File: config.mk
export PLATFORM = sky130hd
export DESIGN_NAME = c2p_pre
export DESIGN_NICKNAME = d
export VERILOG_FILES = /design/src/hdl/c2p_pkg.sv /design/src/hdl/c2p_pre.sv
export SDC_FILE = /design/constraint.sdc
export NUM_CORES = 1
export LEC_CHECK = 0
export BUFFER_PORTS_ARGS = -buffer_cell sky130_fd_sc_hd__buf_2
export CAP_MARGIN = 20
export CORE_UTILIZATION = 48
export DETAILED_ROUTE_END_ITERATION = 8
export GPL_TIMING_DRIVEN = 1
export PLACE_DENSITY = 0.8
export SYNTH_ARGS = -nofsm -noshare
export SYNTH_HDL_FRONTEND = slang
export SYNTH_SLANG_ARGS = --single-unit
File: constraint.sdc
create_clock -name clk -period 2.9 [get_ports clk]
set_input_delay 0.87 -clock clk [delete_from_list [all_inputs] [get_ports clk]]
set_output_delay 0.87 -clock clk [all_outputs]
set_load 0.005 [all_outputs]
File: src/hdl/c2p_pkg.sv
`timescale 1ns / 1ps

package c2p_pkg;

  localparam int FIELD_W = 16;
  localparam int ANGLE_W = 16;
  localparam int MAG_W = 16;
  localparam int GUARD = 8;
  localparam int ZW = 20;
  localparam int TABLE_LEN = 24;
  localparam int ANGLE_SHIFT = 3;
  localparam int GAIN_W = 16;
  localparam int MAG_SHIFT = 16 + GUARD;

  localparam logic signed [ZW-1:0] HALF_PI_Q16 = ZW'(102944);
  localparam logic signed [ZW-1:0] ANGLE_ROUND = ZW'(4);
  localparam logic signed [ZW-1:0] ANGLE_LIMIT = ZW'(25736);
  localparam logic [GAIN_W-1:0] INV_GAIN_Q16 = GAIN_W'(39797);
  localparam logic [MAG_W-1:0] MAG_LIMIT = {MAG_W{1'b1}};

  typedef struct packed {
    logic valid;
    logic zero;
  } c2p_ctl_t;

  function automatic logic signed [ZW-1:0] atan_q16(input int idx);
    logic signed [ZW-1:0] v;
    case (idx)
      0:       v = ZW'(51472);
      1:       v = ZW'(30386);
      2:       v = ZW'(16055);
      3:       v = ZW'(8150);
      4:       v = ZW'(4091);
      5:       v = ZW'(2047);
      6:       v = ZW'(1024);
      7:       v = ZW'(512);
      8:       v = ZW'(256);
      9:       v = ZW'(128);
      10:      v = ZW'(64);
      11:      v = ZW'(32);
      12:      v = ZW'(16);
      13:      v = ZW'(8);
      14:      v = ZW'(4);
      15:      v = ZW'(2);
      16:      v = ZW'(1);
      default: v = '0;
    endcase
    return v;
  endfunction

endpackage

File: src/hdl/c2p_pre.sv
`timescale 1ns / 1ps

module c2p_pre #(
  parameter int DATA_WIDTH = 16,
  parameter int XW = 27
) (
  input  logic                             clk,
  input  logic                             rst_n,
  input  logic                             valid_i,
  output logic                             ready_o,
  input  logic [c2p_pkg::FIELD_W-1:0]      x_i,
  input  logic [c2p_pkg::FIELD_W-1:0]      y_i,
  output c2p_pkg::c2p_ctl_t                ctl_o,
  input  logic                             ready_i,
  output logic signed [XW-1:0]             x_o,
  output logic signed [XW-1:0]             y_o,
  output logic signed [c2p_pkg::ZW-1:0]    z_o
);

  logic [DATA_WIDTH-1:0] xt, yt;
  logic signed [XW-1:0] xe, ye, xr, yr;
  logic signed [XW-1:0] x_nxt, y_nxt;
  logic signed [c2p_pkg::ZW-1:0] z_nxt;
  logic zero;
  c2p_pkg::c2p_ctl_t ctl_r;
  logic signed [XW-1:0] x_r, y_r;
  logic signed [c2p_pkg::ZW-1:0] z_r;

  generate
    if (DATA_WIDTH <= c2p_pkg::FIELD_W) begin : g_trim
      assign xt = x_i[DATA_WIDTH-1:0];
      assign yt = y_i[DATA_WIDTH-1:0];
    end else begin : g_pad
      assign xt = {{(DATA_WIDTH - c2p_pkg::FIELD_W){1'b0}}, x_i};
      assign yt = {{(DATA_WIDTH - c2p_pkg::FIELD_W){1'b0}}, y_i};
    end
  endgenerate

  assign xe = XW'($signed(xt));
  assign ye = XW'($signed(yt));

  // Vectors in the left half plane are turned by a quarter turn first.
  always_comb begin
    zero = (xt == '0) && (yt == '0);
    if (xe[XW-1]) begin
      if (!ye[XW-1]) begin
        xr = ye;
        yr = -xe;
        z_nxt = c2p_pkg::HALF_PI_Q16;
      end else begin
        xr = -ye;
        yr = xe;
        z_nxt = -c2p_pkg::HALF_PI_Q16;
      end
    end else begin
      xr = xe;
      yr = ye;
      z_nxt = '0;
    end
    x_nxt = xr <<< c2p_pkg::GUARD;
    y_nxt = yr <<< c2p_pkg::GUARD;
  end

  assign ready_o = !ctl_r.valid || ready_i;

  always_ff @(posedge clk) begin
    if (!rst_n) begin
      ctl_r <= '0;
    end else if (ready_o) begin
      ctl_r.valid <= valid_i;
      ctl_r.zero <= zero;
    end
  end

  always_ff @(posedge clk) begin
    if (ready_o && valid_i) begin
      x_r <= x_nxt;
      y_r <= y_nxt;
      z_r <= z_nxt;
    end
  end

  assign ctl_o = ctl_r;
  assign x_o = x_r;
  assign y_o = y_r;
  assign z_o = z_r;

endmodule

---- Yosys cells after proc, flatten, opt, wreduce, memory -nomap -nowiden ----
Cells that the tools add are included.
cells by class
  $add $sub $neg .......................... 2
  multiplexer cells ....................... 5
  reduce and logical (&&, ||, !) cells .... 7
operator list
  cell                  count
  two-way mux 19 bit    2
  negator 16 -> 19 bit  2
  logical NOT 16 bit    2
  two-way mux 15 bit    2
  two-way mux 20 bit    1
  logical AND 1 bit     2
  AND reduction 2 bit   1
  logical NOT 1 bit     1
  logical OR 1 bit      1
storage, ports and cells
  register bits ........................... 60
  bits of input ports ..................... 36
  output and inout bits ................... 77
  word-level logic and storage cells ...... 20

---- Longest topological paths before layout ----
Gate-level depths: netlist (run 1).
  depth after elaboration ................. 3
  gate-level depth with buffers ........... 6
  mapped depth without buffers ............ 6

---- Worst setup path before layout (run 1) ----
OpenSTA, ideal clock, no wires.
  path kind ............................... input port to flip-flop
  from .................................... in ready_i
  to ...................................... reg x_r[10] (netlist: x_o[10]) (enable)
  library setup time ...................... 0.402 ns
  arrival ................................. 2.013 ns
  required time ........................... 2.498 ns
  setup slack ............................. 0.485 ns
  stages .................................. 3
  buffers on the path ..................... 0
  cells stage by stage .................... nor2b_1 inv_1 and2_1
between the ends
  word-level cells in the longest chain between the ends .. 2
ends and longest elaborated chain
  what                  RTL line       source
  start, declared       c2p_pre.sv:14  input logic ready_i,
  logical OR 1 bit      c2p_pre.sv:64  assign ready_o = !ctl_r.valid || ready_i;
  via ready_o           c2p_pre.sv:10  output logic ready_o,
  logical AND 1 bit     c2p_pre.sv:76  if (ready_o && valid_i) begin
  end signal, assigned  c2p_pre.sv:77  x_r <= x_nxt;
  end, declared         c2p_pre.sv:26  logic signed [XW-1:0] x_r, y_r;
The timed path passes the listed nets, and every way through them passes these cells.
A chain may end at the register's enable or synchronous reset.

---- Final worst setup path (run 1) ----
  from .................................... in y_i[0] (netlist name)
  to ...................................... reg x_r[20] (netlist: x_o[20]), data pin
between the ends
  word-level cells in the longest chain between the ends .. 3
ends and longest elaborated chain
  what                  RTL line       source
  start, declared       c2p_pre.sv:12  input logic [c2p_pkg::FIELD_W-1:0] y_i,
  negator 16 -> 19 bit  c2p_pre.sv:51  xr = -ye;
  two-way mux 15 bit    c2p_pre.sv:46  if (!ye[XW-1]) begin
  two-way mux 15 bit    c2p_pre.sv:45  if (xe[XW-1]) begin
  via xr[12]            c2p_pre.sv:21  logic signed [XW-1:0] xe, ye, xr, yr;
The timed path passes the listed nets, and every way through them passes these cells.

==> impl_metrics.json, run 1 <==
{
  "drv.max_cap_violation_count": 0,
  "setup.worst_path.class": "in2reg",
  "dpl_cell_area_mm2": 0.00296,
  "internal_power_uw": 1190,
  "max-slew-margin-rel_pct": 66.6,
  "route.vias.total": 2088,
  "numClockSinks": 43,
  "design.portCount": 113,
  "synth_edf_count": 41,
  "fmaxAchievable_mhz": 431,
  "wire_length_of_the_first_global_routing_pass_mm": 8.97,
  "ys_ff_latch": 43,
  "placement.setup.worst_slack_ns": 0.275,
  "synth-seq-area-share_pct": 47.9,
  "max_slew.worst_pin.slew_ns": 0.500,
  "critical_path_peak_fanout": 5,
  "dp_hpwl_mm": 3.94,
  "std_cell_rows": 26,
  "dr.pass1.iters": 4,
  "floorplan.die_area_mm2": 0.00583,
  "via_per_inst": 5.09,
  "share_clk_of_total_power_pct": 35.0,
  "floorplan.initialDensity_pct": 51.0,
  "post-synth-top-area-cell": "edfxtp_1",
  "synthToLayoutAreaGrowth_pct": 16.5,
  "final.setup_skew_ns": 0.00284,
  "finalHoldWorstSlack_ns": 0.495,
  "grtUsageTotal_pct": 19.5,
  "power.sequential.fraction_pct": 48.4,
  "antenna-diode-count": 0,
  "synth_common_cells": "edfxtp_1, nor2_1, buf_4",
  "remaining_drc_errors": 0,
  "clkTransAtPathRegs_ns": 0.08,
  "core_area_mm2": 0.00520,
  "share_of_flip_flops_with_an_asynchronous_set_or_reset_after_synthesis_pct": 0,
  "antenna_violations_before_repair": 0,
  "ctsResizeCount": 0,
  "globalRoute.totalOverflow": 0,
  "outcome": "complete, no violations",
  "buffer_ports.inserted": 91,
  "tritoncts_clock_tree": "done",
  "p_per_area_mw_per_mm2": 499,
  "netlist_instances": 262,
  "drt-total-wl_mm": 5.36,
  "ctsRootBufferMaster": "clkbuf_8",
  "rsz0062_at_grt": "false",
  "numCtsBuffers": 5,
  "nets_final": 377,
  "fin_ws_ns": 0.581,
  "min_path_type": "reg2reg",
  "post-synth-top-area-fraction_pct": 46.4,
  "via_count_of_the_first_global_routing_pass": 1873,
  "final_antenna_violating_net_count": 0,
  "ordered_list_of_cells_on_the_worst_path": "buf_2 > inv_1 > ha_1 > or3b_2 > o41ai_1 > xor2_1 > a21oi_1",
  "timing.final.max_slew_violations": 0,
  "clock_insertion_delay_worst_skew_ns": 0.29,
  "crit_path_end_kind": "flop",
  "timing.final.crit_share_pct": 80.0,
  "ctsLongestPathBuffers": 2,
  "tns_ns": 0,
  "syn_avg_cell_area_um2": 10.1,
  "synth.area.top_cells": "edfxtp_1, buf_4, a21oi_1",
  "synth_flop_cell": "edfxtp_1",
  "final_hold_vio_count": 0,
  "setup_viol_count_final": 0,
  "slowest_delay_ns": 0.51,
  "drtIter0Drc": 117,
  "finish.instance_area_mm2": 0.00309,
  "largest_net_degree_at_the_start_of_global_routing": 42,
  "yosys.cell_count.top_type": "edfxtp_1",
  "static-leakage-power_uw": 0.00131,
  "sw_frac_of_total_pct": 23.0,
  "combinationalPowerShare_pct": 16.7,
  "die_h_um": 76.4,
  "cp.arrival_ns": 2.36,
  "critical_path_required_ns": 2.94,
  "worst_path_max_delay_cell": "or3b_2",
  "yosys_warnings": 0,
  "synth.distinct_cells": 43,
  "timing.final.crit_period_ns": 2.32,
  "post_synth_instance_area_mm2": 0.00265,
  "peakVddDrop_mv": 0.228,
  "final_weighted_congestion_of_routability_driven_global_placement": 0.858,
  "post-cts-setup-buffers": 0,
  "cp-start-kind": "primary input",
  "hold_buffers": 0,
  "routed_wire_length_per_instance_um": 13.1,
  "floorplan.die.width_um": 76.4,
  "switchingPower_uw": 356,
  "layout_cells_sized_above_1_pct": 32.6,
  "ctsHtreeMaxLevel": 2
}
## through the flow
stage	instances	power [uW]	utilization, %
2_1_floorplan	285	941	-
3_3_place_gp	402	1010	56.9
3_5_place_dp	402	1020	56.9
4_1_cts	410	1560	59.4
5_1_grt	410	1610	59.4
6_report	410	1540	59.4
## cell usage in the layout (no fill, tap or decap), types with 4 or more instances in the layout
| cell | netlist | layout |
|---|---|---|
| nor3_1 | 4 | 4 |
| nand3_1 | 4 | 4 |
| xor2_1 | 8 | 8 |
| o31ai_1 | 5 | 5 |
| o21ai_0 | 5 | 5 |
| a31oi_1 | 8 | 8 |
| buf_2 | 0 | 91 |
| nor4_1 | 4 | 4 |
| a21oi_1 | 28 | 28 |
| nand2_1 | 4 | 4 |
| conb_1 | 1 | 24 |
| buf_4 | 33 | 6 |
| nor2_1 | 36 | 36 |
| clkbuf_8 | 5 | 5 |
| edfxtp_1 | 41 | 41 |
| xnor2_1 | 14 | 14 |
| inv_1 | 11 | 11 |
## path summary, 6_finish.rpt
check	start	to	slack, ns	cells past startpoint
worst min register to register	ctl_o[0]	ctl_o[0]	0.50	2
worst max register to register	ctl_o[1]	y_o[12]	1.42	4
worst max-delay path	y_i[0]	x_o[20]	0.58	7
worst min-delay path	ctl_o[0]	ctl_o[0]	0.50	2
## power by group through the flow
stage	combinational [uW]	clock, uW	sequential [uW]
detailed placement	256	0	761
global placement	252	0	760
global route	288	576	751
CTS	258	554	747
floorplan	172	0	769
finish	257	539	747
## kinds of logic after synthesis
family	Yosys count	share of synthesized area [%]
and+or+nand+nor	75	14.7
DFF	43	47.9
xor gates and xnor gates	22	7.26
AOI/OAI and AO/OA	56	12.9
buffers and inverters	61	15.5
muxes	2	0.754
adders and majority gates	2	0.943
other	1	0.141
## worst max-delay path, delay by kind of cell
kind                     cells  cell delay [ns]
adder cells (fa/ha/maj)      1             0.21
AND/OR/NAND/NOR              1             0.51
XOR/XNOR                     1             0.17
buffers and inverters        2             0.20
AO/OA/AOI/OAI                2             0.40
## registers in the layout (all words and copies together) (netlist names)
register / flops
x_o: 19
ctl_o: 2
z_o: 3
y_o: 19
## final cells by class
type / instances / area (um2)
clock buffers: 6 / 72.6
clock inverters: 2 / 60.1
inverters: 11 / 41.3
multi-input cells: 181 / 1060
flip-flops and latches: 43 / 1270
fillers: 495 / 2110
repair buffers: 97 / 500
well taps: 70 / 87.6
## per-layer routing
layer,wire length [um],GRT usage (%),share of wire (%)
met5,0,0,0
met4,63,7.12,1.2
met3,359,3.95,6.7
met2,2460,30.8,46
met1,2470,26.5,46
Power figures use the tool's default switching activity.
==> run 2, diff against run 1 <==
- clock period: 2.9 -> 2.2 ns (I/O delays scaled with it)
==> impl_metrics.json, run 2 (synthesis results as in run 1) <==
{
  "outcome": "complete, no violations",
  "grtUsageTotal_pct": 19.4,
  "buffer_ports.inserted": 91,
  "via_per_inst": 5.04,
  "rsz0062_at_grt": "false",
  "setup_viol_count_final": 0,
  "clock_insertion_delay_worst_skew_ns": 0.29,
  "routed_wire_length_per_instance_um": 13.3,
  "floorplan.die_area_mm2": 0.00583,
  "final_hold_vio_count": 0,
  "floorplan.die.width_um": 76.4,
  "timing.critical_path.max_delay_family": "simple AND/OR/NAND/NOR gates",
  "r2r_start": "ctl_o[1]",
  "dr.pass1.iters": 4,
  "cell_depth_of_the_worst_hold_path": 2,
  "register_to_register_path_setup_slack_ns": 0.50,
  "min_path_type": "reg2reg",
  "worst_hold_path.endpoint": "ctl_o[0]",
  "nets_final": 392,
  "peakVddDrop_mv": 0.248,
  "stdcell_count": 424,
  "routed-wl-met3_um": 405,
  "globalRoute.totalOverflow": 0,
  "post-cts-setup-buffers": 0,
  "p_per_area_mw_per_mm2": 570,
  "layout_cells_sized_above_1_pct": 35.9,
  "fmaxAchievable_mhz": 477,
  "route.vias.total": 2139,
  "timing.final.crit_period_ns": 2.10,
  "final_antenna_violating_net_count": 0,
  "final.setup_skew_ns": 0.00511,
  "final_weighted_congestion_of_routability_driven_global_placement": 0.872,
  "timing.final.max_slew_violations": 0,
  "die_h_um": 76.4,
  "filler_cell_count": 461,
  "layout_commonest_cell": "buf_2",
  "worst_path_max_delay_cell": "or3b_2",
  "static-leakage-power_uw": 0.00135,
  "via_count_of_the_first_global_routing_pass": 1894,
  "dp_hpwl_mm": 4.25,
  "max_slew.worst_pin.slew_ns": 0.921,
  "wl_met1_mm": 2.47,
  "std_cell_rows": 26,
  "setup.worst_path.class": "in2reg",
  "placed_cell_count": 417,
  "numCtsBuffers": 5,
  "ordered_list_of_cells_on_the_worst_path": "buf_2 > inv_1 > ha_2 > or3b_2 > o31ai_1 > xor2_1 > a21oi_1",
  "drtIter0Drc": 148,
  "timing.final.crit_share_pct": 95.3,
  "routed_length_on_met2_mm": 2.67,
  "ctsLongestPathBuffers": 2,
  "fin_ws_ns": 0.104,
  "floorplan.initialDensity_pct": 51.0,
  "remaining_drc_errors": 0,
  "cp-start-kind": "primary input",
  "crit_path_end_kind": "flop",
  "tritoncts_clock_tree": "done",
  "critical_path_peak_fanout": 4,
  "largest_net_degree_at_the_start_of_global_routing": 47,
  "antenna_violations_before_repair": 0,
  "ctsHtreeMaxLevel": 2,
  "slowest_delay_ns": 0.52,
  "cp.arrival_ns": 2.12,
  "max-slew-margin-rel_pct": 38.6,
  "drv.max_cap_violation_count": 0,
  "topRoutingLayerUsed": "met4",
  "critical_path_required_ns": 2.23,
  "drt-total-wl_mm": 5.65,
  "crit-reg2reg-capture": "y_o[8]",
  "ctsRootBufferMaster": "clkbuf_8",
  "worst-path-buf-inv": 2,
  "wire_length_of_the_first_global_routing_pass_mm": 8.92,
  "most-common-layout-cells": "buf_2, edfxtp_1, nor2_1, a21oi_1, conb_1",
  "design.portCount": 113,
  "core_area_mm2": 0.00520,
  "numClockSinks": 43,
  "holdCritStartpoint": "ctl_o[0]",
  "placement.setup.worst_slack_ns": -0.248,
  "clkTransAtPathRegs_ns": 0.08,
  "antenna-diode-count": 0,
  "reg2regPathDepth": 3,
  "synthToLayoutAreaGrowth_pct": 19.1
}
run 2: cell types whose count changed in the layout (fill, tap and decap cells not counted), sizes merged:
| cell | change |
|---|---|
| buf | +15 |
| bufinv | -2 |
| clkbuf | -1 |
| clkinv | +2 |
run 2: worst min-delay path, stage by stage, from the launching register on:
cell,delay [ns]
dfxtp_1,0.31
nand3_1,0.08
o31ai_1,0.08
run 2: area by class of cell:
class | count | area [um2] | area share (%)
Inverter | 11 | 41.3 | 1.31
Clock buffer | 5 | 68.8 | 2.18
Multi-Input combinational cell | 181 | 1070 | 33.8
Clock inverter | 2 | 8.76 | 0.277
Sequential cell | 43 | 1270 | 40.2
Timing Repair Buffer | 112 | 613 | 19.4
Tap cell | 70 | 87.6 | 2.77
run 2: routing by layer:
| metal | global-route usage [%] | up-vias |
|---|---|---|
| met5 | 0 | - |
| met4 | 7.69 | 0 |
| met3 | 3.59 | 10 |
| met2 | 31.9 | 102 |
| met1 | 25.4 | 970 |
| li1 | - | 1057 |
run 2: timing repair:
action | 4_1_cts | 5_1_grt
hold buffers | 0 | 0
setup endpoints to repair | 0 | 1
gates resized for setup | 0 | 2
hold endpoints to repair | 0 | 0
run 2: metrics by stage:
| stage | hold WS (ns) | total power, uW | TNS [ns] | instance area (um2) | util [%] |
|---|---|---|---|---|---|
| 2_1_floorplan | 0.462 | 1240 | 0 | 2740 | - |
| 3_3_place_gp | 0.473 | 1350 | -0.836 | 3070 | 59.0 |
| 3_5_place_dp | 0.506 | 1360 | -1.25 | 3070 | 59.0 |
| 4_1_cts | 0.521 | 1820 | 0 | 3150 | 60.5 |
| 5_1_grt | 0.544 | 1880 | 0 | 3160 | 60.7 |
| 6_report | 0.517 | 1800 | 0 | 3160 | 60.7 |
run 2: how the worst max path moves through the flow:
stage            from  endpoint  slack [ns]  cells past startpoint
2_1_floorplan  y_i[0]   x_o[20]        0.03                      6
3_3_place_gp   y_i[0]   x_o[20]       -0.17                      7
3_5_place_dp   y_i[0]   x_o[20]       -0.25                      7
4_1_cts        y_i[0]   x_o[20]        0.05                      7
5_1_grt        y_i[0]   x_o[20]        0.02                      7
6_report       y_i[0]   x_o[16]        0.10                      7
run 2: power by group:
part,internal [uW],switching (uW),total [uW]
clock,211,245,456
combinational,159,203,362
sequential,970,15.0,985
==> run 3, diff against run 2 <==
- RECOVER_POWER: unset -> 25
- SLEW_MARGIN: unset -> 40
==> impl_metrics.json, run 3 (synthesis results as in run 1) <==
{
  "static-leakage-power_uw": 0.00136,
  "floorplan.die.width_um": 76.4,
  "holdCritStartpoint": "ctl_o[0]",
  "topRoutingLayerUsed": "met4",
  "nets_final": 392,
  "antenna-diode-count": 0,
  "cp-start-kind": "primary input",
  "worst-path-buf-inv": 2,
  "drv.max_cap_violation_count": 0,
  "register_to_register_path_setup_slack_ns": 0.78,
  "routed-wl-met3_um": 543,
  "p_per_area_mw_per_mm2": 608,
  "final_antenna_violating_net_count": 0,
  "grtUsageTotal_pct": 19.8,
  "timing.final.max_slew_violations": 0,
  "die_h_um": 76.4,
  "drt-total-wl_mm": 5.76,
  "timing.final.crit_share_pct": 95.8,
  "tritoncts_clock_tree": "done",
  "clkTransAtPathRegs_ns": 0.08,
  "worst_path_max_delay_cell": "or3b_2",
  "via_per_inst": 5.22,
  "cp.arrival_ns": 2.13,
  "layout_cells_sized_above_1_pct": 34.6,
  "numCtsBuffers": 5,
  "crit_path_end_kind": "flop",
  "routed_wire_length_per_instance_um": 13.6,
  "wl_met1_mm": 2.44,
  "placed_cell_count": 417,
  "std_cell_rows": 26,
  "dp_hpwl_mm": 4.29,
  "design.portCount": 113,
  "core_area_mm2": 0.00520,
  "layout_commonest_cell": "buf_2",
  "timing.critical_path.max_delay_family": "simple AND/OR/NAND/NOR gates",
  "rsz0062_at_grt": "false",
  "globalRoute.totalOverflow": 0,
  "r2r_start": "ctl_o[1]",
  "drtIter0Drc": 152,
  "ctsLongestPathBuffers": 2,
  "critical_path_peak_fanout": 4,
  "floorplan.die_area_mm2": 0.00583,
  "buffer_ports.inserted": 91,
  "fmaxAchievable_mhz": 475,
  "numClockSinks": 43,
  "wire_length_of_the_first_global_routing_pass_mm": 9.11,
  "critical_path_required_ns": 2.22,
  "synthToLayoutAreaGrowth_pct": 19.9,
  "peakVddDrop_mv": 0.308,
  "setup_viol_count_final": 0,
  "clock_insertion_delay_worst_skew_ns": 0.29,
  "setup.worst_path.class": "in2reg",
  "outcome": "complete, no violations",
  "final_hold_vio_count": 0,
  "largest_net_degree_at_the_start_of_global_routing": 47,
  "dr.pass1.iters": 4,
  "most-common-layout-cells": "buf_2, edfxtp_1, nor2_1, a21oi_1, conb_1",
  "filler_cell_count": 477,
  "timing.final.crit_period_ns": 2.11,
  "remaining_drc_errors": 0,
  "stdcell_count": 425,
  "ctsHtreeMaxLevel": 2,
  "ctsRootBufferMaster": "clkbuf_8",
  "antenna_violations_before_repair": 0,
  "max_slew.worst_pin.slew_ns": 0.665,
  "via_count_of_the_first_global_routing_pass": 1896,
  "final_core_utilization_pct": 61.1,
  "slowest_delay_ns": 0.53,
  "ordered_list_of_cells_on_the_worst_path": "buf_2 > inv_1 > ha_1 > or3b_2 > o31ai_1 > xor2_1 > a21oi_1",
  "max-slew-margin-rel_pct": 55.7,
  "worst_setup_path_startpoint": "y_i[0]",
  "hold_buffers": 0,
  "final_weighted_congestion_of_routability_driven_global_placement": 0.872,
  "min_path_type": "reg2reg",
  "final.setup_skew_ns": 0.00508,
  "floorplan.initialDensity_pct": 51.0,
  "tns_ns": 0,
  "routed_length_on_met2_mm": 2.70,
  "route.vias.total": 2220
}
==> run 3: cell types whose count changed in the layout (fill, tap and decap cells not counted) <==
cell       before  now
clkbuf_1        0    4
buf_2          91   88
and2_2          1    0
and2_4          0    1
buf_4          21   20
bufinv_16       0    1
ha_1            1    2
ha_2            1    0
==> run 3: power breakdown <==
group          total [uW]  switching [uW]  internal (uW)
clock network         588             255            332
registers             985            15.5            969
logic                 361             204            157
total                1930             475           1460
==> run 3: area by class of cell <==
class	count	area, um2	area share, %
tap	70	87.6	2.75
clock buffer	5	68.8	2.16
sequential	43	1270	40.0
clock inverter	3	38.8	1.22
timing repair buffer	112	606	19.0
inverter	11	41.3	1.30
multi-input combinational	181	1070	33.6
==> run 3: stage by stage <==
| stage | hold WS [ns] | total power [uW] | worst slack (ns) | area [um2] |
|---|---|---|---|---|
| global route | 0.544 | 2020 | 0.0201 | 3180 |
| global placement | 0.473 | 1350 | -0.169 | 3070 |
| finish | 0.521 | 1930 | 0.0931 | 3180 |
| CTS | 0.524 | 1950 | 0.0527 | 3180 |
| detailed placement | 0.506 | 1360 | -0.261 | 3070 |
| floorplan | 0.462 | 1240 | 0.0255 | 2740 |
==> run 3: routing by layer <==
metal	global-route usage, %	vias up
met5	0	-
met4	7.88	0
met3	5.63	12
met2	30.5	123
met1	26.4	1022
li1	-	1063
==> run 3: worst paths after layout <==
kind	endpoint	cells after the start
worst max register to register	x_o[8]	3
worst max-delay path	x_o[16]	7
worst min register to register	ctl_o[0]	2
worst min-delay path	ctl_o[0]	2
==> run 3: worst reg2reg max path: stages, from the launching register on <==
cell and delay [ns]:
dfxtp_1 0.31, nor2b_1 0.15, inv_1 0.09, and2_4 0.48
==> run 3: timing repair <==
action                     CTS  global route
gates resized for setup      0             1
buffers inserted             0             0
setup endpoints to repair    0             1
