File: src/hdl/c2p_pkg.sv
`timescale 1ns / 1ps

package c2p_pkg;

  localparam int FIELD_W = 16;
  localparam int ANGLE_W = 16;
  localparam int MAG_W = 16;
  localparam int GUARD = 8;
  localparam int ZW = 20;
  localparam int TABLE_LEN = 24;
  localparam int ANGLE_SHIFT = 3;
  localparam int GAIN_W = 16;
  localparam int MAG_SHIFT = 16 + GUARD;

  localparam logic signed [ZW-1:0] HALF_PI_Q16 = ZW'(102944);
  localparam logic signed [ZW-1:0] ANGLE_ROUND = ZW'(4);
  localparam logic signed [ZW-1:0] ANGLE_LIMIT = ZW'(25736);
  localparam logic [GAIN_W-1:0] INV_GAIN_Q16 = GAIN_W'(39797);
  localparam logic [MAG_W-1:0] MAG_LIMIT = {MAG_W{1'b1}};

  typedef struct packed {
    logic valid;
    logic zero;
  } c2p_ctl_t;

  function automatic logic signed [ZW-1:0] atan_q16(input int idx);
    logic signed [ZW-1:0] v;
    case (idx)
      0:       v = ZW'(51472);
      1:       v = ZW'(30386);
      2:       v = ZW'(16055);
      3:       v = ZW'(8150);
      4:       v = ZW'(4091);
      5:       v = ZW'(2047);
      6:       v = ZW'(1024);
      7:       v = ZW'(512);
      8:       v = ZW'(256);
      9:       v = ZW'(128);
      10:      v = ZW'(64);
      11:      v = ZW'(32);
      12:      v = ZW'(16);
      13:      v = ZW'(8);
      14:      v = ZW'(4);
      15:      v = ZW'(2);
      16:      v = ZW'(1);
      default: v = '0;
    endcase
    return v;
  endfunction

endpackage

File: src/hdl/c2p_cell.sv
`timescale 1ns / 1ps

module c2p_cell #(
  parameter int STAGE = 0,
  parameter int XW = 27
) (
  input  logic                             clk,
  input  logic                             rst_n,
  input  c2p_pkg::c2p_ctl_t                ctl_i,
  output logic                             ready_o,
  input  logic signed [XW-1:0]             x_i,
  input  logic signed [XW-1:0]             y_i,
  input  logic signed [c2p_pkg::ZW-1:0]    z_i,
  output c2p_pkg::c2p_ctl_t                ctl_o,
  input  logic                             ready_i,
  output logic signed [XW-1:0]             x_o,
  output logic signed [XW-1:0]             y_o,
  output logic signed [c2p_pkg::ZW-1:0]    z_o
);

  localparam logic signed [c2p_pkg::ZW-1:0] ATAN_STEP = c2p_pkg::atan_q16(STAGE);

  logic signed [XW-1:0] sx, sy, x_nxt, y_nxt;
  logic signed [c2p_pkg::ZW-1:0] z_nxt;
  c2p_pkg::c2p_ctl_t ctl_r;
  logic signed [XW-1:0] x_r, y_r;
  logic signed [c2p_pkg::ZW-1:0] z_r;

  assign sx = x_i >>> STAGE;
  assign sy = y_i >>> STAGE;

  // Each micro-rotation turns the vector toward the positive x axis.
  always_comb begin
    if (!y_i[XW-1]) begin
      x_nxt = x_i + sy;
      y_nxt = y_i - sx;
      z_nxt = z_i + ATAN_STEP;
    end else begin
      x_nxt = x_i - sy;
      y_nxt = y_i + sx;
      z_nxt = z_i - ATAN_STEP;
    end
  end

  assign ready_o = !ctl_r.valid || ready_i;

  always_ff @(posedge clk) begin
    if (!rst_n) begin
      ctl_r <= '0;
    end else if (ready_o) begin
      ctl_r <= ctl_i;
    end
  end

  always_ff @(posedge clk) begin
    if (ready_o && ctl_i.valid) begin
      x_r <= x_nxt;
      y_r <= y_nxt;
      z_r <= z_nxt;
    end
  end

  assign ctl_o = ctl_r;
  assign x_o = x_r;
  assign y_o = y_r;
  assign z_o = z_r;

endmodule

File: config.mk
export PLATFORM = sky130hd
export DESIGN_NAME = c2p_cell
export DESIGN_NICKNAME = d
export VERILOG_FILES = /design/src/hdl/c2p_pkg.sv /design/src/hdl/c2p_cell.sv
export SDC_FILE = /design/constraint.sdc
export NUM_CORES = 1
export LEC_CHECK = 0
export CAP_MARGIN = 15
export CORE_ASPECT_RATIO = 1.4
export CORE_MARGIN = 2
export CORE_UTILIZATION = 37
export DETAILED_ROUTE_END_ITERATION = 7
export DONT_BUFFER_PORTS = 1
export GPL_TIMING_DRIVEN = 0
export PLACE_DENSITY = 0.51
export SLEW_MARGIN = 15
export SYNTH_ARGS = -nofsm -noshare
export SYNTH_HDL_FRONTEND = slang
export SYNTH_SLANG_ARGS = --single-unit
File: constraint.sdc
create_clock -name clk -period 4.3 [get_ports clk]
set_input_delay 0.86 -clock clk [delete_from_list [all_inputs] [get_ports clk]]
set_output_delay 0.86 -clock clk [all_outputs]
set_load 0.005 [all_outputs]
# == Yosys cells after proc, flatten, opt, wreduce, memory -nomap -nowiden ==
# Index checks and enable logic that the tools add are counted.
# op_classes
n_addsub,5
muxes,3
n_reduce_logical,3
# op_table
operator,n
27-bit two-way mux,2
27-bit subtractor,2
27-bit adder,1
"20-bit by 17-bit adder with 20-bit output, second input constant",1
20-bit two-way mux,1
"20-bit by 17-bit subtractor with 20-bit output, second input constant",1
1-bit logical AND,1
1-bit zero test,1
1-bit logical OR,1
# totals
register_bits,76
in_bits,79
output_inout_bits,77
word_cells,16

# == Logic depth before layout (Yosys ltp) ==
# Gate-level depths: netlist of run 1.
# logic_depth
ltp_word,3
depth_mapped,13
ltp_nobuf,12

# == Worst setup path after synthesis of run 1 ==
# No wires, ideal clock.
# synth_timing
kind,in2reg
from,in y_i[26]
to,reg z_r (netlist bit z_o[18]) (data pin)
setup_ns,0.258
arrival_time_ns,3.213
required_ns,4.042
setup_slack_ns,0.830
cell_stages,13
n_path_buf,2
cell_sequence,inv_1 > clkbuf_1 > clkbuf_1 > fa_1 > nor2b_1 > o21ai_0 > a21boi_0 > o211ai_1 > a21oi_1 > nand4b_1 > a31o_2 > a21oi_1 > xnor2_1
# synth_between
elab_chain_cells,1
# synth_rtl
item,line_no,rtl
start: declaration,c2p_cell.sv:12,"input logic signed [XW-1:0] y_i,"
20-bit two-way mux,c2p_cell.sv:34,if (!y_i[XW-1]) begin
"net z_nxt, one bit",c2p_cell.sv:24,logic signed [c2p_pkg::ZW-1:0] z_nxt;
end signal: assignment,c2p_cell.sv:59,z_r <= z_nxt;
end: declaration,c2p_cell.sv:27,logic signed [c2p_pkg::ZW-1:0] z_r;
# The timed path passes the listed nets, and every way through them passes these cells.
# A chain may end at the register's enable or synchronous reset.

# == Final worst setup path of run 1 ==
# Ends and elaborated chain as after synthesis.

==> results by group, run 1 <==
Worst setup path
  – CP peak stage delay: 0.87 ns
  – Critical Path End Type: flip-flop
  – CP max-delay cell: clkdlybuf4s15_1
  – Kind of critical path: input port to flip-flop
  – CP cell instances: inv_1, clkbuf_1, clkdlybuf4s15_1, fa_1, nor2b_1, o21ai_0, a21boi_0, o211ai_1, a21oi_1, nand4b_1, a31o_2, a21oi_1, xnor2_1
  – WP data required: 4.39 ns
  – R2R Setup Slk: ~2.7 ns
  – Max FO, Critical Path: 14
  – Crit-path most repeated cell: a21oi_1
  – Startpoint type of the worst setup path: input port
  – Data arrival, critical path: 4.19 ns

STA
  – RSZ-0062 raised after global routing: false
  – Slew headroom: 0.400
  – Worst hold margin: 0.484 ns
  – Slew of the pin with the lowest slew margin: 0.900 ns
  – Setup slack after layout: 0.202 ns
  – FMAX: 0.244 GHz
  – Tmin final: about 4.1 ns
  – Clock Skews: ~0.0070 ns
  – Tcrit/Tclk final: 0.953
  – Endpoints failing hold: 0
  – Max-slew violations: 0
  – # setup viols final: 0

Logic synthesis
  – Most common cell in the netlist: a21oi_1
  – Sequential-to-total area share from yosys stat: 0.308
  – Cell area after synthesis: 0.00725 mm^2
  – YS warnings: 0
  – Post-Synth XOR/XNOR Area: 0.0774
  – Async SR Flop Fraction: 0
  – Yosys reg bits: 75
  – Yosys cell types: 70
  – Top cell type's share of synthesized area: 0.303
  – Largest family of logic cells by synthesized area: compound AO/OA/AOI/OAI gates
  – Post-Synth Simple-Gate Area: 0.128
  – Adder-cell share of the synthesized area: 0.170
  – Mux share of post-synthesis cell area: 0.0124
  – Synth cell count leaders: a21oi_1 (98), ha_1 (92), inv_1 (83), edfxtp_1 (73), nor2_1 (69)
  – Net Count, Synth: 998
  – Top cells by area, synth: edfxtp_1 (30%), ha_1 (16%), a21oi_1 (6.8%)
  – Syn Inst Count: just over 800
  – Top_reg_cell synth: edfxtp_1
  – Largest area contributor in the netlist: edfxtp_1
  – Synth Area in Compound Gates: 0.237
  – Post-synth EDFFs: 73
  – Syn Area/Cell: ~9 um^2

Floorplanning
  – Die area: 0.0207 mm^2
  – I/O pins: 156
  – Die height: 170 um
  – Chip Width: 122 um
  – Std cell rows: 60
  – Initial core utilization: 0.377
  – Core ar.: 0.0192 mm^2

Place
  – Port Buf Inserts: 0
  – DP Worst Slack: -0.144 ns
  – Placed cell areas: 0.00759 mm^2
  – DP HPWL: 17500 um
  – Routability congestion estimate: between 0.9 and 1

Cells and area
  – Proportion of layout cells with a drive suffix above 1: 0.0643
  – Fill count: 2065
  – Design area: approximately 0.008 mm^2
  – Fin nets: roughly 1000
  – Final Util: 0.409
  – Antenna Cells: 0
  – Area growth, synth to finish: 8.41%

Drt
  – Avg WL per Cell: 20.0 um
  – DR vias: 6114
  – Routed WL: 21800 um
  – Drt via density: 5.62
  – DRT iter0 DRCs: 400
  – DRT Pass-1 Iters: 5
  – DRC Markers: 0
  – Routed Antenna Nets: 0

CTS
  – Clk sinks: 75
  – CTS max path bufs: 2
  – Hold buffers post-CTS: 0
  – Worst-Skew Late Latency: 0.35 ns
  – CTS tree: built
  – Clock-pin slew on the worst setup and hold paths: 0.06 ns
  – Root buffer cell: clkbuf_16
  – CTS Buf Count: 9
  – H-Tree Depth: 3

Power and ir drop
  – Switching power: 856 uW
  – Static leakage: 0.00324 uW
  – Power Density: 318 mW/mm^2
  – Sw Share: 0.343
  – Comb pwr share: 0.325
  – Sequential share of power: 0.398
  – Cell-internal power: 1640 uW
  – Clock group share of total power: 0.277
  – Peak VDD IR: 0.198 mV

GRT
  – Pin count of the biggest net entering global routing: 56
  – GRT overflow: 0
  – Total Routing Usage GR: 0.211
  – Initial antenna violation count: 0
  – Vias in the first global route: 6297
  – First-pass GRT wire length: 33700 um

Worst hold path
  – Min-delay worst type: flip-flop to flip-flop

Run status
  – Status: finished clean

Flow run
  – Maxcap violations: 0
-- per-stage QoR --
stage | std cells | power (uW) | setup TNS [ns]
2_1_floorplan | 823 | 1590 | 0
3_3_place_gp | 1071 | 1810 | -0.209
3_5_place_dp | 1072 | 1810 | -0.144
4_1_cts | 1088 | 2520 | 0
5_1_grt | 1088 | 2640 | 0
6_report | 1088 | 2490 | 0
-- path summary, 6_finish.rpt --
path                               from  depth (start not counted)                    end
setup reg to reg  ctl_o[1]$_SDFFE_PN0N_                          4      x_o[11]$_DFFE_PP_
setup / recovery                y_i[26]                         13      z_o[18]$_DFFE_PP_
hold reg to reg   ctl_o[0]$_SDFFE_PN0N_                          2  ctl_o[0]$_SDFFE_PN0N_
hold / removal    ctl_o[0]$_SDFFE_PN0N_                          2  ctl_o[0]$_SDFFE_PN0N_
-- layout by cell type (no fill, tap or decap), drive strengths merged, types with 5 or more instances in the layout --
| cell type | count |
|---|---|
| nand2b | 9 |
| buf | 26 |
| nand2 | 36 |
| nand3 | 8 |
| nor2 | 69 |
| xor2 | 13 |
| nand4 | 8 |
| xnor2 | 51 |
| o21ai | 51 |
| clkbuf | 19 |
| o211ai | 5 |
| nor3 | 24 |
| a311oi | 5 |
| mux2i | 9 |
| a21o | 17 |
| nor2b | 11 |
| inv | 88 |
| o21a | 9 |
| nor4 | 6 |
| edfxtp | 73 |
| ha | 92 |
| a21oi | 102 |
| a211oi | 11 |
| o31ai | 10 |
| o21bai | 8 |
| and2 | 5 |
-- routing by layer --
| metal | track usage | up-vias | part of all wire | routed length [um] |
|---|---|---|---|---|
| li1 | - | 2975 | - | - |
| met1 | 0.232 | 2869 | 0.39 | 8520 |
| met2 | 0.384 | 228 | 0.52 | 11400 |
| met3 | 0.0491 | 42 | 0.059 | 1290 |
| met4 | 0.0830 | 0 | 0.029 | 626 |
| met5 | 0 | - | 0 | 0 |
-- power by group through the flow --
stage / clock network (uW) / registers [uW] / logic [uW]
finish: 691 / 994 / 810
detailed placement: 0 / 1010 / 799
CTS: 717 / 997 / 805
floorplan: 0 / 994 / 600
global placement: 0 / 1020 / 797
global route: 736 / 1010 / 895
-- repair_timing --
item / 4_1_cts / 5_1_grt
buffers inserted: 0 / 0
setup endpoints to repair: 0 / 1
resized for setup: 0 / 2
-- area by class of cell --
| cell class | count | area (um^2) | area share |
|---|---|---|---|
| inverter | 88 | 330 | 0.0421 |
| clock inverter | 5 | 30.0 | 0.00382 |
| timing repair buffer | 1 | 27.5 | 0.00350 |
| clock buffer | 11 | 233 | 0.0296 |
| tap | 248 | 310 | 0.0395 |
| sequential | 75 | 2230 | 0.284 |
| multi-input combinational | 626 | 4520 | 0.576 |
| buffer | 34 | 169 | 0.0215 |
-- sequential cells by signal (all words and copies together) (netlist names) --
signal  count
z_o        20
y_o        27
ctl_o       2
x_o        26
-- logic make-up (layout without fill, tap and decap cells) --
| family | after synthesis | count (layout) |
|---|---|---|
| buffers and inverters | 122 | 139 |
| flip-flops | 75 | 75 |
| adder cells (fa/ha/maj) | 96 | 96 |
| AO/OA/AOI/OAI | 264 | 264 |
| XOR/XNOR | 64 | 64 |
| multiplexers | 9 | 9 |
| AND/OR/NAND/NOR | 193 | 193 |
-- worst max-delay path: cells and delay by family --
family          cells  cell delay [ns]
simple gates        2             0.29
fa+ha+maj           1             0.35
buf+inv             3             1.37
xor+xnor            1             0.08
compound gates      6             1.22
(Power assumes the default switching activity.)
==> run 2: changes to the inputs <==
--- a/config.mk
+++ b/config.mk
@@ -5,10 +5,12 @@
 export SDC_FILE = /design/constraint.sdc
 export NUM_CORES = 1
 export LEC_CHECK = 0
+export ABC_AREA = 1
 export CAP_MARGIN = 15
 export CORE_ASPECT_RATIO = 1.4
 export CORE_MARGIN = 2
 export CORE_UTILIZATION = 37
+export CTS_CLUSTER_SIZE = 28
 export DETAILED_ROUTE_END_ITERATION = 7
 export DONT_BUFFER_PORTS = 1
 export GPL_TIMING_DRIVEN = 0
==> run 2 against run 1 <==
  * Sequential power down 3.1%
  * Total power up 10%
  * Utilization down 0.15 points
  * Worst setup slack better by 0.81 ns
  * Clock skew up 0.0075 ns
  * Cell count up 53%
  * Sequential share of layout area down 4.8 points
  * Final area up 20%
  * Die area up 20%
  * Hold slack better by 0.018 ns
  * Sequential cell count unchanged
  * Combinational power up 23%
==> results by group, run 2 <==
Run status
  – Status: finished clean

Logic synthesis
  – Yosys reg bits: 75 (unchanged)
  – Most common cell in the netlist: nand2_1
  – Top_reg_cell synth: edfxtp_1
  – Async SR Flop Fraction: 0 (unchanged)
  – Top cells by area, synth: edfxtp_1 (25%), nand2_1 (18%), ha_1 (13%)
  – Top cell type's share of synthesized area: 0.251 (-0.0511)
  – Sequential-to-total area share from yosys stat: 0.256 (-0.0521)
  – Syn Inst Count: 1343 (+63%)
  – Post-synth EDFFs: 73 (unchanged)
  – Cell area after synthesis: 0.00872 mm^2 (+20%)
  – Yosys cell types: 41 (-41%)
  – Synth cell count leaders: nand2_1 (412), inv_1 (218), nand3_1 (109), nor2_1 (100), a21oi_1 (98)
  – Net Count, Synth: 1518 (+52%)
  – Largest area contributor in the netlist: edfxtp_1
  – YS warnings: 0 (unchanged)
  – Syn Area/Cell: 6.49 um^2 (-26%)

Floorplanning
  – Core ar.: 0.0232 mm^2 (+21%)
  – Chip Width: 134 um (+9.4%)
  – I/O pins: 156 (unchanged)
  – Initial core utilization: 0.376 (-0.00125)
  – Die area: 0.0248 mm^2 (+20%)
  – Std cell rows: 66 (+10%)
  – Die height: 186 um (+9.5%)

STA
  – Tcrit/Tclk final: 0.764 (-0.189)
  – # setup viols final: 0 (unchanged)
  – Tmin final: 3.28 ns (-0.814 ns)
  – Setup TNS: 0 ns (unchanged)
  – Endpoints failing hold: 0 (unchanged)
  – Max-slew violations: 0 (unchanged)
  – Clock Skews: 0.0145 ns (+0.00749 ns)
  – Slew of the pin with the lowest slew margin: 0.952 ns (+0.0519 ns)
  – Slew headroom: 0.365 (-0.0346)
  – Setup slack after layout: 1.02 ns (+0.814 ns)
  – RSZ-0062 raised after global routing: false
  – FMAX: 0.305 GHz (+25%)

Drt
  – DR vias: 8667 (+42%)
  – Routed WL: 30700 um (+41%)
  – Routed Antenna Nets: 0 (unchanged)
  – DRT Pass-1 Iters: 6 (+1)
  – Drt via density: 5.20 (-7.5%)
  – DRC Markers: 0 (unchanged)
  – Avg WL per Cell: 18.4 um (-8.1%)
  – DRT iter0 DRCs: 508 (+27%)

Cells and area
  – Antenna Cells: 0 (unchanged)
  – Most frequent cells in the layout: nand2_1 (412), inv_1 (218), nand3_1 (109), nor2_1 (99), a21oi_1 (98)
  – Proportion of layout cells with a drive suffix above 1: 0.0426 (-0.0217)
  – Max reg flops: 27 (unchanged)
  – Fill count: 2546 (+23%)
  – Fin nets: 1531 (+52%)
  – Commonest non-fill, non-tap cell in the layout: nand2_1
  – Area growth, synth to finish: 8.37% (about the same)

CTS
  – Clk sinks: 75 (unchanged)
  – Post-CTS Setup Inserts: 0 (unchanged)
  – Worst-Skew Late Latency: 0.36 ns (about the same)
  – Root buffer cell: clkbuf_16
  – CTS tree: built
  – Post-cts sizing count: 0 (unchanged)
  – CTS max path bufs: 2 (unchanged)
  – Clock-pin slew on the worst setup and hold paths: 0.07 ns (about the same)
  – Hold buffers post-CTS: 0 (unchanged)
  – CTS Buf Count: 9 (unchanged)
  – H-Tree Depth: 3 (unchanged)

Worst setup path
  – CP max-delay cell: ha_1
  – Critical Path End Type: flip-flop
  – Data arrival, critical path: 3.40 ns (-0.79 ns)
  – CP peak stage delay: 0.42 ns (-0.45 ns)
  – Crit-path most repeated cell: nand2_1
  – Kind of critical path: input port to flip-flop
  – Worst Path Buf+Inv: 3 (unchanged)
  – Startpoint type of the worst setup path: input port
  – WP data required: 4.42 ns (+0.03 ns)
  – CP cell instances: buf_2, clkinv_1, buf_2, ha_1, a21o_1, a21oi_1, o21ai_0, nand3_1, nand2_1, nand2_1, nand2_1
  – Reg2Reg Launch Point: ctl_o[1]$_SDFFE_PN0N_
  – Critical path's top delay family: buffers and inverters
  – CP Launch Point: y_i[26]
  – Max FO, Critical Path: 14 (unchanged)
  – R2R Setup Slk: 2.48 ns (-0.21 ns)

GRT
  – Vias in the first global route: 8616 (+37%)
  – Total Routing Usage GR: 0.252 (+0.0411)
  – First-pass GRT wire length: 47300 um (+40%)
  – Pin count of the biggest net entering global routing: 31 (-45%)
  – GRT overflow: 0 (unchanged)
  – Initial antenna violation count: 0 (unchanged)

Place
  – DP Worst Slack: 0.655 ns (+0.799 ns)
  – Port Buf Inserts: 0 (unchanged)
  – Routability congestion estimate: 0.955 (+2.4%)
  – DP HPWL: 25700 um (+47%)

Power and ir drop
  – Power Density: 291 mW/mm^2 (-8.4%)
  – Static leakage: 0.00485 uW (+50%)
  – Peak VDD IR: 0.185 mV (-6.5%)

Worst hold path
  – Min-delay worst type: flip-flop to flip-flop
  – HP Start: ctl_o[0]$_SDFFE_PN0N_

Flow run
  – Maxcap violations: 0 (unchanged)
-- run 2: logic make-up after synthesis --
| kind of cell | Yosys count | synth area share |
|---|---|---|
| xor gates and xnor gates | 36 | 0.0362 |
| adders and majority gates | 96 | 0.141 |
| AOI/OAI and AO/OA | 208 | 0.130 |
| DFF | 75 | 0.256 |
| and+or+nand+nor | 671 | 0.320 |
| buffers and inverters | 257 | 0.116 |
-- run 2: layout make-up --
type | instances | area [um^2] | area share
clock inverters | 7 | 73.8 | 0.00781
well taps | 306 | 383 | 0.0405
multi-input cells | 1011 | 5480 | 0.580
clock buffers | 9 | 225 | 0.0238
flip-flops and latches | 75 | 2230 | 0.236
inverters | 222 | 833 | 0.0882
plain buffers | 35 | 181 | 0.0192
repair buffers | 2 | 40.0 | 0.00424
-- run 2: metrics by stage --
stage / hold slack [ns] / std cells / total power [uW] / cell area (um^2) / utilization
floorplan: 0.478 / 1343 / 1670 / 8720 / -
global placement: 0.496 / 1649 / 1970 / 9100 / 0.392
detailed placement: 0.499 / 1651 / 1980 / 9150 / 0.394
CTS: 0.508 / 1667 / 2780 / 9450 / 0.407
global route: 0.571 / 1667 / 2940 / 9450 / 0.407
finish: 0.502 / 1667 / 2750 / 9450 / 0.407
-- run 2: worst register-to-register path, cell delays in order, from the launching register on --
cell and delay (ns):
dfxtp_1 0.32, inv_1 0.05, nor2_1 0.08, nor2_4 0.55
buf_12 0.28, buf_12 0.22
-- run 2: metal layers --
layer	vias up	track usage	share of wire	wire length, um
met5	-	0	0	0
met4	0	0.142	0.054	1640
met3	70	0.0512	0.058	1770
met2	297	0.453	0.50	15300
met1	3942	0.275	0.39	12000
li1	4358	-	-	-
-- run 2: final timing paths --
kind                           end  depth (start not counted)
max reg2reg      y_o[18]$_DFFE_PP_                          5
min          ctl_o[0]$_SDFFE_PN0N_                          2
max              z_o[19]$_DFFE_PP_                         11
min reg2reg  ctl_o[0]$_SDFFE_PN0N_                          2
-- run 2: where the power goes --
group / total, uW / switching (uW) / internal (uW) / leakage (uW)
Clock: 782 / 331 / 451 / 0.000136
Combinational: 1000 / 695 / 309 / 0.00399
Sequential: 963 / 40.2 / 922 / 0.000726
==> run 3: changes to the inputs <==
--- a/config.mk
+++ b/config.mk
@@ -5,7 +5,7 @@
 export SDC_FILE = /design/constraint.sdc
 export NUM_CORES = 1
 export LEC_CHECK = 0
-export ABC_AREA = 1
+export ABC_AREA = 0
 export CAP_MARGIN = 15
 export CORE_ASPECT_RATIO = 1.4
 export CORE_MARGIN = 2
==> constraint.sdc (replaced) <==
create_clock -name clk -period 3.3 [get_ports clk]
set_input_delay 0.66 -clock clk [delete_from_list [all_inputs] [get_ports clk]]
set_output_delay 0.66 -clock clk [all_outputs]
set_load 0.005 [all_outputs]
==> run 3 against run 2 <==
  * Utilization increased by 0.28 points
  * Clock power increased by 15%
  * Highest routed layer unchanged
  * Critical path depth unchanged
  * Die area decreased by 16%
  * Final area decreased by 17%
  * Register-to-register slack got worse by 0.79 ns
==> results by group, run 3 (synthesized netlist as in run 1, its figures left out) <==
Worst setup path
  – R2R Setup Slk: 1.69 ns (-0.79 ns)
  – Reg2Reg Launch Point: ctl_o[1]$_SDFFE_PN0N_
  – Critical path's top delay family: compound AO/OA/AOI/OAI gates
  – Max FO, Critical Path: 10 (-4)
  – CP max-delay cell: a221o_1
  – Kind of critical path: input port to flip-flop
  – CP cell instances: inv_1, ha_1, buf_4, a21o_1, a221o_1, a211oi_2, o21a_1, o221ai_1, a211oi_1, o22ai_1, xor2_1
  – RR Endpoint: y_o[10]$_DFFE_PP_
  – Reg2reg path depth: 4 (-1)
  – WP data required: 3.37 ns (-1.05 ns)
  – CP peak stage delay: 0.39 ns (-0.03 ns)
  – Data arrival, critical path: 3.31 ns (-0.09 ns)
  – Startpoint type of the worst setup path: input port
  – CP Launch Point: x_i[2]
  – Critical Path End Type: flip-flop
  – Worst Path Buf+Inv: 2 (-1)

CTS
  – CTS max path bufs: 2 (unchanged)
  – Clk sinks: 75 (unchanged)
  – Hold buffers post-CTS: 0 (unchanged)
  – Root buffer cell: clkbuf_16
  – Worst-Skew Late Latency: 0.35 ns (about the same)
  – CTS Buf Count: 9 (unchanged)
  – Clock-pin slew on the worst setup and hold paths: 0.06 ns (about the same)
  – H-Tree Depth: 3 (unchanged)
  – CTS tree: built
  – Post-CTS Setup Inserts: 0 (unchanged)

Drt
  – DR WL met2: 11500 um (-25%)
  – DRT iter0 DRCs: 388 (-24%)
  – Drt via density: 5.65 (+8.6%)
  – DRT Pass-1 Iters: 5 (-1)
  – Max Used Layer: met4
  – Avg WL per Cell: 20.1 um (+9.4%)
  – Routed Antenna Nets: 0 (unchanged)
  – M1 WL: 8410 um (-30%)
  – Met3 wire len: 1380 um (-22%)
  – DRC Markers: 0 (unchanged)
  – DR vias: 6140 (-29%)
  – Routed WL: 21900 um (-29%)

Place
  – Routability congestion estimate: 0.933 (-2.4%)
  – Number of instances in the placed design: 1072 (-35%)
  – Port Buf Inserts: 0 (unchanged)
  – DP HPWL: 17500 um (-32%)
  – DP Worst Slack: -0.944 ns (-1.60 ns)

Floorplanning
  – Die area: 0.0207 mm^2 (-16%)
  – Std cell rows: 60 (-9.1%)
  – Core ar.: 0.0192 mm^2 (-17%)
  – I/O pins: 156 (unchanged)
  – Initial core utilization: 0.377 (+0.00125)
  – Chip Width: 122 um (-8.6%)
  – Die height: 170 um (-8.7%)

GRT
  – Initial antenna violation count: 0 (unchanged)
  – Pin count of the biggest net entering global routing: 56 (+81%)
  – First-pass GRT wire length: 33700 um (-29%)
  – GRT overflow: 0 (unchanged)
  – Total Routing Usage GR: 0.211 (-0.0411)
  – Vias in the first global route: 6296 (-27%)

Cells and area
  – Antenna Cells: 0 (unchanged)
  – Max reg flops: 27 (unchanged)
  – Area growth, synth to finish: 8.76%
  – Proportion of layout cells with a drive suffix above 1: 0.0656 (+0.0229)
  – Fin nets: 1009 (-34%)
  – FF+latch area: 0.00223 mm^2 (unchanged)
  – Fin cells: 1087 (-35%)
  – Fill count: 2065 (-19%)
  – Area of the multi-input gates: 0.00455 mm^2 (-17%)
  – Commonest non-fill, non-tap cell in the layout: a21oi_1
  – Most frequent cells in the layout: a21oi_1 (98), ha_1 (92), inv_1 (83), edfxtp_1 (73), nor2_1 (69)

Power and ir drop
  – Static leakage: 0.00324 uW (-33%)
  – Peak VDD IR: 0.258 mV (+39%)
  – Power Density: 414 mW/mm^2 (+42%)

Worst hold path
  – Min-delay worst type: input port to flip-flop
  – Min-Delay Endpoint: z_o[0]$_DFFE_PP_
  – Worst Hold Depth: 0 (-2)
  – HP Start: z_i[0]

STA
  – RSZ-0062 raised after global routing: false
  – Clock Skews: 0.00650 ns (-0.00797 ns)
  – Setup slack after layout: 0.0663 ns (-0.950 ns)
  – # setup viols final: 0 (unchanged)
  – FMAX: ~0.31 GHz
  – Max-slew violations: 0 (unchanged)
  – Endpoints failing hold: 0 (unchanged)
  – Slew headroom: 0.441 (+0.0757)
  – Tmin final: 3.23 ns
  – Tcrit/Tclk final: 0.980
  – Slew of the pin with the lowest slew margin: 0.828 ns (-0.124 ns)

Flow run
  – Maxcap violations: 0 (unchanged)

Run status
  – Status: finished clean
-- run 3: power breakdown --
part	switching, uW	internal, uW	total, uW
sequential	65.3	1230	1290
clock	395	505	900
combinational	661	405	1070
total	1120	2140	3260
-- run 3: through the flow --
stage | power [uW] | util | TNS [ns] | cell area [um^2] | hold slack (ns)
after global placement | 2360 | 0.393 | -48.28 | 7560 | 0.478
after detailed placement | 2360 | 0.395 | -7.64 | 7590 | 0.489
after floorplan | 2080 | - | 0 | 7250 | 0.457
after global routing | 3450 | 0.410 | 0 | 7880 | 0.397
final | 3260 | 0.410 | 0 | 7880 | 0.411
after CTS | 3280 | 0.408 | 0 | 7850 | 0.394
-- run 3: how the worst max path moves through the flow --
stage,endpoint,slack (ns),cells after the start
final,y_o[21]$_DFFE_PP_,0.07,11
after global routing,x_o[25]$_DFFE_PP_,0.001,12
after CTS,y_o[26]$_DFFE_PP_,0.08,11
after detailed placement,z_o[18]$_DFFE_PP_,-0.94,13
after global placement,z_o[18]$_DFFE_PP_,-0.99,13
after floorplan,z_o[18]$_DFFE_PP_,0.03,13
-- run 3: timing repair --
| action | CTS | global route |
|---|---|---|
| resized for setup | 2 | 4 |
| endpoints found under the setup margin | 8 | 10 |
| pin swaps | 0 | 3 |
-- run 3: layout make-up --
type	count	area share
Multi-Input combinational cell	626	0.578
Timing Repair Buffer	1	0.00349
Inverter	88	0.0419
Clock inverter	5	0.00381
Sequential cell	75	0.283
Clock buffer	11	0.0295
Tap cell	248	0.0394
Buffer	33	0.0206
-- run 3: routing by layer --
layer  vias to the layer above  global-route usage
met4                         0              0.0830
li1                       2970                   -
met2                       234               0.384
met3                        36              0.0491
met5                         -                   0
met1                      2900               0.232
